<file path="src/rtl/lsdo_pkg.sv">
// shared types, codes and LED decode functions for the LED selector display
// no dependencies
package lsdo_pkg;

  localparam int LED_COUNT    = 8;
  localparam int TICKS_W      = 21;
  localparam int CFG_W        = 20;
  localparam int PORT_W       = 16;
  localparam int SEL_W        = 8;
  localparam int REQ_W        = 9;
  localparam int IN_TDATA_W   = 16;
  localparam int OUT_TDATA_W  = 40;

  localparam logic [CFG_W-1:0]   OVERRIDE_TICKS_RST = CFG_W'(80000 * 5);
  localparam logic [REQ_W-1:0]   LAST_REQ_RST       = '1;
  localparam logic [TICKS_W-1:0] TICKS_IDLE         = '1;
  localparam logic [SEL_W:0]     BIN8_LIMIT         = 9'd256;
  localparam logic [SEL_W-1:0]   BIN4_LIMIT         = 8'd16;

  localparam logic [PORT_W-1:0] PORT_A_LED0 = 16'h0008;

  // port B pin index of each LED, LED0 lives on port A
  localparam logic [3:0] PORT_B_PIN [LED_COUNT] = '{
    4'd0, 4'd15, 4'd11, 4'd7, 4'd4, 4'd12, 4'd10, 4'd6
  };

  typedef enum logic [1:0] {
    OP_SET   = 2'd0,
    OP_OVR   = 2'd1,
    OP_TICK  = 2'd2,
    OP_BLANK = 2'd3
  } opcode_t;

  typedef enum logic [1:0] {
    MODE_SPLIT = 2'd0,
    MODE_BIN4  = 2'd1,
    MODE_BIN8  = 2'd2,
    MODE_DARK  = 2'd3
  } mode_t;

  typedef struct packed {
    logic              override_active;
    logic [PORT_W-1:0] port_b_bits;
    logic [PORT_W-1:0] port_a_bits;
    logic [7:0]        led_mask;
  } result_t;

  function automatic logic [7:0] pattern_for(input logic [7:0] value, input mode_t mode);
    logic [7:0] p;
    logic [6:0] hi;
    p  = '0;
    hi = 7'(value[7:2]) + 7'd4;
    case (mode)
      MODE_SPLIT: begin
        p[value[1:0]] = 1'b1;
        if (hi < 7'(LED_COUNT)) p[hi[2:0]] = 1'b1;
      end
      MODE_BIN4: begin
        if (value < BIN4_LIMIT) p = value;
      end
      MODE_BIN8: begin
        if ({1'b0, value} < BIN8_LIMIT) p = value;
      end
      default: p = '0;
    endcase
    return p;
  endfunction

  function automatic logic [PORT_W-1:0] port_b_of(input logic [7:0] m);
    logic [PORT_W-1:0] b;
    b = '0;
    for (int i = 1; i < LED_COUNT; i++) begin
      if (m[i]) b[PORT_B_PIN[i]] = 1'b1;
    end
    return b;
  endfunction

endpackage

</file>
<file path="src/rtl/lsdo_core.sv">
// display state, override countdown and per-transaction result decode
// depends on lsdo_pkg
module lsdo_core import lsdo_pkg::*; (
  input  logic             clk,
  input  logic             rst_n,
  input  logic             cfg_we,
  input  logic [CFG_W-1:0] cfg_wdata,
  input  logic             item_fire,
  input  opcode_t          opcode,
  input  logic [7:0]       selector,
  input  mode_t            mode,
  output result_t          result
);

  logic [CFG_W-1:0]   override_ticks_r;
  logic [7:0]         base_sel_r, base_sel_nxt;
  logic [REQ_W-1:0]   last_req_r, last_req_nxt;
  logic               showing_r, showing_nxt;
  logic               fresh_r, fresh_nxt;
  logic [TICKS_W-1:0] ticks_r, ticks_nxt, ticks_dec;
  logic [7:0]         lit_r, lit_nxt;

  assign ticks_dec = ticks_r - TICKS_W'(1);

  always_comb begin
    base_sel_nxt = base_sel_r;
    last_req_nxt = last_req_r;
    showing_nxt  = showing_r;
    fresh_nxt    = fresh_r;
    ticks_nxt    = ticks_r;
    lit_nxt      = lit_r;
    case (opcode)
      OP_SET: begin
        base_sel_nxt = selector;
        showing_nxt  = 1'b0;
        last_req_nxt = '0;
        fresh_nxt    = 1'b1;
        lit_nxt      = pattern_for(selector, MODE_SPLIT);
      end
      OP_OVR: begin
        if ({1'b0, selector} != last_req_r) begin
          last_req_nxt = {1'b0, selector};
          if (fresh_r) begin
            fresh_nxt = 1'b0;
          end else begin
            showing_nxt = 1'b1;
            ticks_nxt   = {1'b0, override_ticks_r};
            lit_nxt     = pattern_for(selector, mode);
          end
        end
      end
      OP_TICK: begin
        // top bit set means the countdown is idle
        if (!ticks_r[TICKS_W-1]) begin
          ticks_nxt = ticks_dec;
          if (ticks_dec[TICKS_W-1]) begin
            showing_nxt = 1'b0;
            lit_nxt     = pattern_for(base_sel_r, MODE_SPLIT);
          end
        end
      end
      default: lit_nxt = '0;
    endcase
  end

  always_ff @(posedge clk) begin
    if (!rst_n) begin
      override_ticks_r <= OVERRIDE_TICKS_RST;
      base_sel_r       <= '0;
      last_req_r       <= LAST_REQ_RST;
      showing_r        <= 1'b0;
      fresh_r          <= 1'b0;
      ticks_r          <= TICKS_IDLE;
      lit_r            <= '0;
    end else begin
      if (cfg_we) override_ticks_r <= cfg_wdata;
      if (item_fire) begin
        base_sel_r <= base_sel_nxt;
        last_req_r <= last_req_nxt;
        showing_r  <= showing_nxt;
        fresh_r    <= fresh_nxt;
        ticks_r    <= ticks_nxt;
        lit_r      <= lit_nxt;
      end
    end
  end

  always_comb begin
    result.led_mask        = lit_nxt;
    result.port_a_bits     = lit_nxt[0] ? PORT_A_LED0 : '0;
    result.port_b_bits     = port_b_of(lit_nxt);
    result.override_active = showing_nxt;
  end

endmodule

</file>
<file path="src/rtl/lsdo_out_buf.sv">
// result register with a skid stage so input ready is a register
// depends on lsdo_pkg
module lsdo_out_buf import lsdo_pkg::*; (
  input  logic    clk,
  input  logic    rst_n,
  input  logic    in_fire,
  input  result_t in_res,
  output logic    in_ready,
  output logic    out_valid,
  input  logic    out_ready,
  output result_t out_res
);

  result_t out_res_r;
  result_t skid_res_r;
  logic    out_valid_r;
  logic    skid_valid_r;

  assign in_ready  = !skid_valid_r;
  assign out_valid = out_valid_r;
  assign out_res   = out_res_r;

  always_ff @(posedge clk) begin
    if (!rst_n) begin
      out_valid_r  <= 1'b0;
      skid_valid_r <= 1'b0;
    end else if (skid_valid_r) begin
      if (out_ready) begin
        skid_valid_r <= 1'b0;
      end
    end else if (in_fire) begin
      if (!out_valid_r || out_ready) begin
        out_valid_r <= 1'b1;
      end else begin
        skid_valid_r <= 1'b1;
      end
    end else if (out_ready) begin
      out_valid_r <= 1'b0;
    end
  end

  always_ff @(posedge clk) begin
    if (skid_valid_r) begin
      if (out_ready) out_res_r <= skid_res_r;
    end else if (in_fire) begin
      if (!out_valid_r || out_ready) out_res_r <= in_res;
      else                           skid_res_r <= in_res;
    end
  end

endmodule

</file>
<file path="src/rtl/led_selector_display_override.sv">
// each result is registered in the output register, or the skid stage on a stall
// throughput: one transaction per cycle; the single-pass decode in lsdo_core
//   and lsdo_out_buf's skid keep back-to-back transactions flowing until it fills
// reset: synchronous active-low; override_ticks returns to 400000, LEDs dark,
//   countdown idle, no result pending
module led_selector_display_override import lsdo_pkg::*; (
  input  logic                   clk,
  input  logic                   rst_n,
  // configuration: override tick count
  input  logic                   cfg_we,
  input  logic [CFG_W-1:0]       cfg_wdata,
  // input stream
  input  logic                   in_tvalid,
  output logic                   in_tready,
  input  logic [IN_TDATA_W-1:0]  in_tdata,   // [7:0] selector, [9:8] mode, rest zero
  input  logic [1:0]             in_tuser,   // [1:0] opcode
  // result stream
  output logic                   out_tvalid,
  input  logic                   out_tready,
  output logic [OUT_TDATA_W-1:0] out_tdata,  // [7:0] led_mask, [23:8] port_a_bits,
                                             // [39:24] port_b_bits
  output logic                   out_tuser   // [0] override_active
);

  logic    in_fire;
  result_t core_res;
  result_t buf_res;

  // a transaction is taken whenever in_tvalid is high and the skid stage is empty
  assign in_fire = in_tvalid && in_tready;

  lsdo_core u_core (
    .clk       (clk),
    .rst_n     (rst_n),
    .cfg_we    (cfg_we),
    .cfg_wdata (cfg_wdata),
    .item_fire (in_fire),
    .opcode    (opcode_t'(in_tuser)),
    .selector  (in_tdata[7:0]),
    .mode      (mode_t'(in_tdata[9:8])),
    .result    (core_res)
  );

  lsdo_out_buf u_out_buf (
    .clk       (clk),
    .rst_n     (rst_n),
    .in_fire   (in_fire),
    .in_res    (core_res),
    .in_ready  (in_tready),
    .out_valid (out_tvalid),
    .out_ready (out_tready),
    .out_res   (buf_res)
  );

  // pack the result fields, led mask in the low byte
  assign out_tdata = {buf_res.port_b_bits, buf_res.port_a_bits, buf_res.led_mask};
  assign out_tuser = buf_res.override_active;

endmodule
</file>
<file path="config.mk">
export PLATFORM = sky130hd
export DESIGN_NAME = led_selector_display_override
export DESIGN_NICKNAME = d
export VERILOG_FILES = /design/src/rtl/lsdo_pkg.sv /design/src/rtl/lsdo_core.sv /design/src/rtl/lsdo_out_buf.sv /design/src/rtl/led_selector_display_override.sv
export SDC_FILE = /design/constraint.sdc
export NUM_CORES = 1
export LEC_CHECK = 0
export BUFFER_PORTS_ARGS = -buffer_cell sky130_fd_sc_hd__buf_2
export CAP_MARGIN = 25
export CORE_ASPECT_RATIO = 1.1
export CORE_MARGIN = 8
export CORE_UTILIZATION = 61
export DETAILED_ROUTE_END_ITERATION = 6
export MAX_ROUTING_LAYER = met4
export PLACE_DENSITY = 0.95
export SLEW_MARGIN = 30
export SYNTH_ARGS = -nofsm -noshare
export SYNTH_HDL_FRONTEND = slang
export SYNTH_SLANG_ARGS = --single-unit
</file>
<file path="constraint.sdc">
create_clock -name clk -period 5.2 [get_ports clk]
set_clock_uncertainty 0.2 [all_clocks]
set_input_delay 0.52 -clock clk [delete_from_list [all_inputs] [get_ports clk]]
set_output_delay 0.52 -clock clk [all_outputs]
set_load 0.005 [all_outputs]
</file>
### Word level (Yosys, flattened, before mapping)

Cells that the tools add are included.

* add/sub/neg operators: 3
* order comparisons: 11
* equality and inequality tests: 10
* multiplexer cells: 49
* bitwise gates (word level): 4
* reduce and logical (&&, ||, !) cells: 22

Operator list (number)
* $mux 41: 4
* $mux 21: 3
* $mux 8: 7
* $pmux 8 s3: 2
* $pmux 21 s2: 1
* $mux 1: 23
* $sub 21x1->21 const B: 1
* $pmux 9 s2: 1
* $or 4x8->8: 2
* $add 6x3->7 const B: 2
* $lt 7x4->1 const B: 2
* $reduce_and 3->1: 4
* $reduce_bool 2->1: 5
* $mux 9: 1
* $ne 8x9->1: 1
* $lt 2x4->1 const B: 2
* $lt 3x4->1 const B: 2
* $lt 8x5->1 const B: 1
* $demux 1 s3: 2
* $ge 3x1->1 const B: 2
* $ne 2x2->1 const B: 3
* $logic_and 1x1->1: 5
* $reduce_and 5->1: 1
* $demux 1 s2: 2
* 13 further kinds: 20

* register bits: 143
* input port bits: 43
* output and inout bits: 43
* word-level logic and storage cells: 117

### Longest topological paths before layout

* word-level depth: 15
* mapped depth: 14
* mapped depth without buffers: 13

### Modules after synthesis

From an unflattened synthesis, not the netlist that was laid out.

* cells, all modules: 688
* area, all modules: 7482.2 um^2

By module, submodules not included
* lsdo_core: times used 1, cells each 546, area an instance 4309.1 um^2, seq. area each 1361.3 um^2
* lsdo_out_buf: times used 1, cells each 141, area an instance 3166.8 um^2, seq. area each 2502.4 um^2
* led_selector_display_override: times used 1, cells each 1, area an instance 6.3 um^2, seq. area each 0.0 um^2

### Least setup slack after synthesis

OpenSTA, ideal clock, no wires.

* path type: reg-to-reg
* start: register u_core.ticks_r[0]
* end: register u_out_buf.out_res_r, in the netlist u_out_buf.out_res[4], data pin
* setup time: 274 ps
* arrival: 2964 ps
* data required time: 4726 ps
* path slack: 1762 ps
* stages on the path, launching flop included: 13
* buffers on the path: 1
* clock period less this slack: 3438 ps
* cells stage by stage: dfxtp_1 inv_1 ha_1 or4b_2 nor3_4 and2_1 nand2_1 ha_1 nor2b_1 clkbuf_1 nor2_1 a221oi_1 o211ai_1

* longest elaborated chain between the ends: 7

RTL lines
* from (decl): RTL line lsdo_core.sv:20 `logic [TICKS_W-1:0] ticks_r, ticks_nxt, ticks_dec;`
* from (signal assigned): RTL line lsdo_core.sv:82 `ticks_r <= ticks_nxt;`
* $sub 21x1->21: RTL line lsdo_core.sv:23 `assign ticks_dec = ticks_r - TICKS_W'(1);`
* $mux 8: RTL line lsdo_core.sv:56 `if (ticks_dec[TICKS_W-1]) begin`
* $mux 8: RTL line lsdo_core.sv:54 `if (!ticks_r[TICKS_W-1]) begin`
* $pmux 8 s3: RTL line lsdo_core.sv:32 `case (opcode)`
* $mux 41: RTL line lsdo_out_buf.sv:46 `if (!out_valid_r || out_ready) out_res_r <= in_res;`
* $mux 41: RTL line lsdo_out_buf.sv:45 `end else if (in_fire) begin`
* $mux 41: RTL line lsdo_out_buf.sv:43 `if (skid_valid_r) begin`
* to (signal assigned): RTL line lsdo_out_buf.sv:44 `if (out_ready) out_res_r <= skid_res_r;`
* to (signal assigned): RTL line lsdo_out_buf.sv:46
* to (decl): RTL line lsdo_out_buf.sv:14 `result_t out_res_r;`

Every way passes these cells. The select of a mux whose other input is x is not followed.
A chain may end at the register's enable or synchronous reset.

### Worst setup path after layout

* start: register u_core.ticks_r[0]
* end: register u_out_buf.out_res_r, in the netlist u_out_buf.out_res[5], data pin

The elaborated chain is that of the path after synthesis.

==> impl_metrics.yaml <==
run_status:
  status: "completed"
hold_path:
  min_path_type: "in2reg"
  whs_path_depth: 3
  worstHoldStart: "cfg_wdata[7]"
  hold_end: "u_core.override_ticks_r[7]"
yosys:
  seq_area_frac_synth_pct: 39.4
  yosys_register_bits: 88
  synth_area_leader_cell: "dfxtp_1"
  netlist_instances: 563
  synth.distinct_cells: 63
  ys_top_cells_by_area: "dfxtp_1, edfxtp_1, buf_4"
  synth_top_cell_area_share_pct: 28.4
  synth_most_common_cell: "dfxtp_1"
  synth_edf_count: 18
  synth.cells.most_frequent: "dfxtp_1, nor2_1, nand2_1"
  synth_area_um2: 4930
  syn_area_per_cell_um2: 8.76
  ys.flop_type: "dfxtp_1"
  ys_async_sr_fraction_pct: 0
  ys_warn_count: 0
timing:
  finalCriticalPeriod_ps: 4160
  fin_tns_setup_ps: 0
  fmax_mhz: 240
  worst_slack_ps: 1040
  worstMarginPinSlew_ps: 937
  setup_viol: 0
  relSlewSlack_pct: 37.3
  rsz0062_at_grt: "no"
  hold_viol: 0
  fin_crit_sh_pct: 80.0
  slew_viol_final: 0
layout:
  postLayoutCellArea_um2: 5280
  final_net_count: 637
  area_growth_pct: 7.18
  drive_above_1_share_pct: 16.1
  fill_cells: 612
  seq_area_um2: 1940
  multiInputGateArea_um2: 2570
  fin_cells: 698
  diodes: 0
routing:
  wire_per_inst_um: 17.5
  drtIter0Drc: 295
  vias: 4356
  wl_um: 12200
  drc: 0
  first_pass_iters: 5
  vias_per_cell: 6.24
  final_antenna_net_count: 0
pwr:
  power.leakage_nw: 2.13
  p_per_area_nw_per_um2: 286
  vdd.ir_drop.worst_mv: 0.178
critical_path:
  setup.worst_path.class: "reg2reg"
  cpMaxStageDelayCell: "or4b_2"
  max_stage_delay_ps: 690
  r2r_cells: 11
  end_kind: "flip-flop"
  r2r-end: "u_out_buf.out_res[5]"
  path_delay_family: "simple AND/OR/NAND/NOR gates"
  arrival_ps: 4080
  rr_startpoint: "u_core.ticks_r[0]"
  crit_top_cell: "ha_1"
  regToRegSetupSlack_ps: 1040
  critPathBufInv: 1
  cp_max_fo: 9
  worstPathCellList: "inv_1 -> ha_1 -> or4b_2 -> nor3_4 -> and2_1 -> nand2_1 -> ha_1 -> nor2b_1 -> nor2_1 -> a221oi_1 -> o211ai_1"
  start_kind: "flip-flop"
  worst_ep_required_time_ps: 5120
floorplan:
  die_width_um: 102
  rows: 34
  core_um2: 7870
  io_pins: 86
  start_util_pct: 62.6
  die_y_um: 110
  die-area_um2: 11200
cts:
  clk_pin_slew_ps: 100
  insertion_delay_ps: 370
  htreeDepth: 3
  clk_path_buf_depth: 2
  postCtsSetupBuffers: 0
  cts_resized: 0
  clockRootBuffer: "clkbuf_8"
  cts_buffers: 9
  cts.sinks: 88
  cts_tree: "yes"
  ctsHoldBuffers: 0
global_route:
  grt_pass1_vias: 4238
  grt_max_degree: 41
  overflow: 0
  antenna_found_initial: 0
  grt_pass1_wl_um: 20100
  track_usage_pct: 23.1
placed_design:
  dp_hpwl_um: 8570
  place_inst: 682
  dp_slack_ps: 1100
  gp_congestion: 0.949
  place_area_um2: 5050
  io_buffers: 55
flow_run:
  cap_violations: 0
[stage by stage]
stage               util [%]  hold slack, ps  power [mW]
finish                  67.1             163        1.51
global route            67.1             165        1.58
CTS                     67.1             162        1.51
detailed placement      64.2             257       0.974
global placement        64.2             251       0.964
floorplan                  -             234       0.931
[cells by family after synthesis]
group	after synthesis	synth area share [%]
adders and majority gates	9	2.28
DFF	88	39.4
muxes	22	4.49
buffers and inverters	98	10.2
and+or+nand+nor	172	17.5
other	1	0.0761
xor gates and xnor gates	10	1.78
AOI/OAI and AO/OA	163	24.3
[worst reg2reg max path, stage by stage, from the launching register on]
cell	delay, ps
dfxtp_1	330
inv_1	90
ha_1	220
or4b_2	700
nor3_4	360
and2_1	210
nand2_1	60
ha_1	280
nor2b_1	510
nor2_1	220
a221oi_1	570
o211ai_1	180
[layer usage]
| metal | vias up | wire length (µm) | GRT usage, % |
|---|---|---|---|
| met3 | 47 | 803 | 4.84 |
| met5 | - | 0 | - |
| met4 | 0 | 434 | 12.1 |
| li1 | 2051 | - | - |
| met1 | 2057 | 4700 | 25.4 |
| met2 | 201 | 6260 | 38.8 |
[registers in the layout, indices dropped and copies added, names as in the netlist]
name / count
u_core.last_req_r: 9
u_core.base_sel_r: 8
u_core.ticks_r: 21
u_core.showing_r: 1
u_out_buf.out_valid: 1
u_out_buf.skid_res_r: 9
u_out_buf.out_res: 9
u_core.override_ticks_r: 20
u_core.lit_r: 8
u_core.fresh_r: 1
u_out_buf.skid_valid_r: 1
[report_power, final]
group / switching (mW) / internal (mW)
Sequential: 0.0275 / 0.734
Combinational: 0.125 / 0.0776
Clock: 0.267 / 0.279
[layout make-up]
cell class,count,area share (%)
clock buffers,9,2.34
repair buffers,57,5.49
multi-input cells,400,48.7
flip-flops and latches,88,36.8
well taps,108,2.56
inverters,29,2.06
clock inverters,7,2.08
[worst max-delay path by stage]
| stage | endpoint | cells past startpoint | start |
|---|---|---|---|
| CTS | u_out_buf.out_res[5] | 11 | u_core.ticks_r[0] |
| global route | u_out_buf.out_res[5] | 11 | u_core.ticks_r[0] |
| detailed placement | u_out_buf.out_res[5] | 11 | u_core.ticks_r[0] |
| floorplan | u_out_buf.out_res[4] | 12 | u_core.ticks_r[0] |
| finish | u_out_buf.out_res[5] | 11 | u_core.ticks_r[0] |
| global placement | u_out_buf.out_res[4] | 11 | u_core.ticks_r[0] |
[placed cells by master (no fill, tap or decap), types with 4 or more instances in the layout]
cell | Yosys | routed
a32o_1 | 7 | 7
xor2_1 | 10 | 10
ha_1 | 9 | 9
a32oi_1 | 11 | 11
o211ai_1 | 29 | 29
or2_2 | 6 | 6
a22oi_1 | 8 | 8
nor2_1 | 54 | 54
edfxtp_1 | 18 | 18
a21oi_1 | 32 | 32
o221ai_1 | 4 | 4
nand3b_1 | 6 | 6
a22o_1 | 5 | 5
dfxtp_1 | 70 | 70
inv_1 | 28 | 28
buf_2 | 8 | 55
or4_1 | 5 | 5
a221o_1 | 7 | 7
o21ai_0 | 32 | 32
nand3_1 | 17 | 17
nor2b_1 | 7 | 7
a211o_1 | 5 | 5
clkbuf_8 | 0 | 9
conb_1 | 1 | 24
mux2i_1 | 21 | 21
nand2_1 | 47 | 47
nor3_1 | 7 | 7
nand4b_1 | 4 | 4
(Power assumes the default switching activity.)
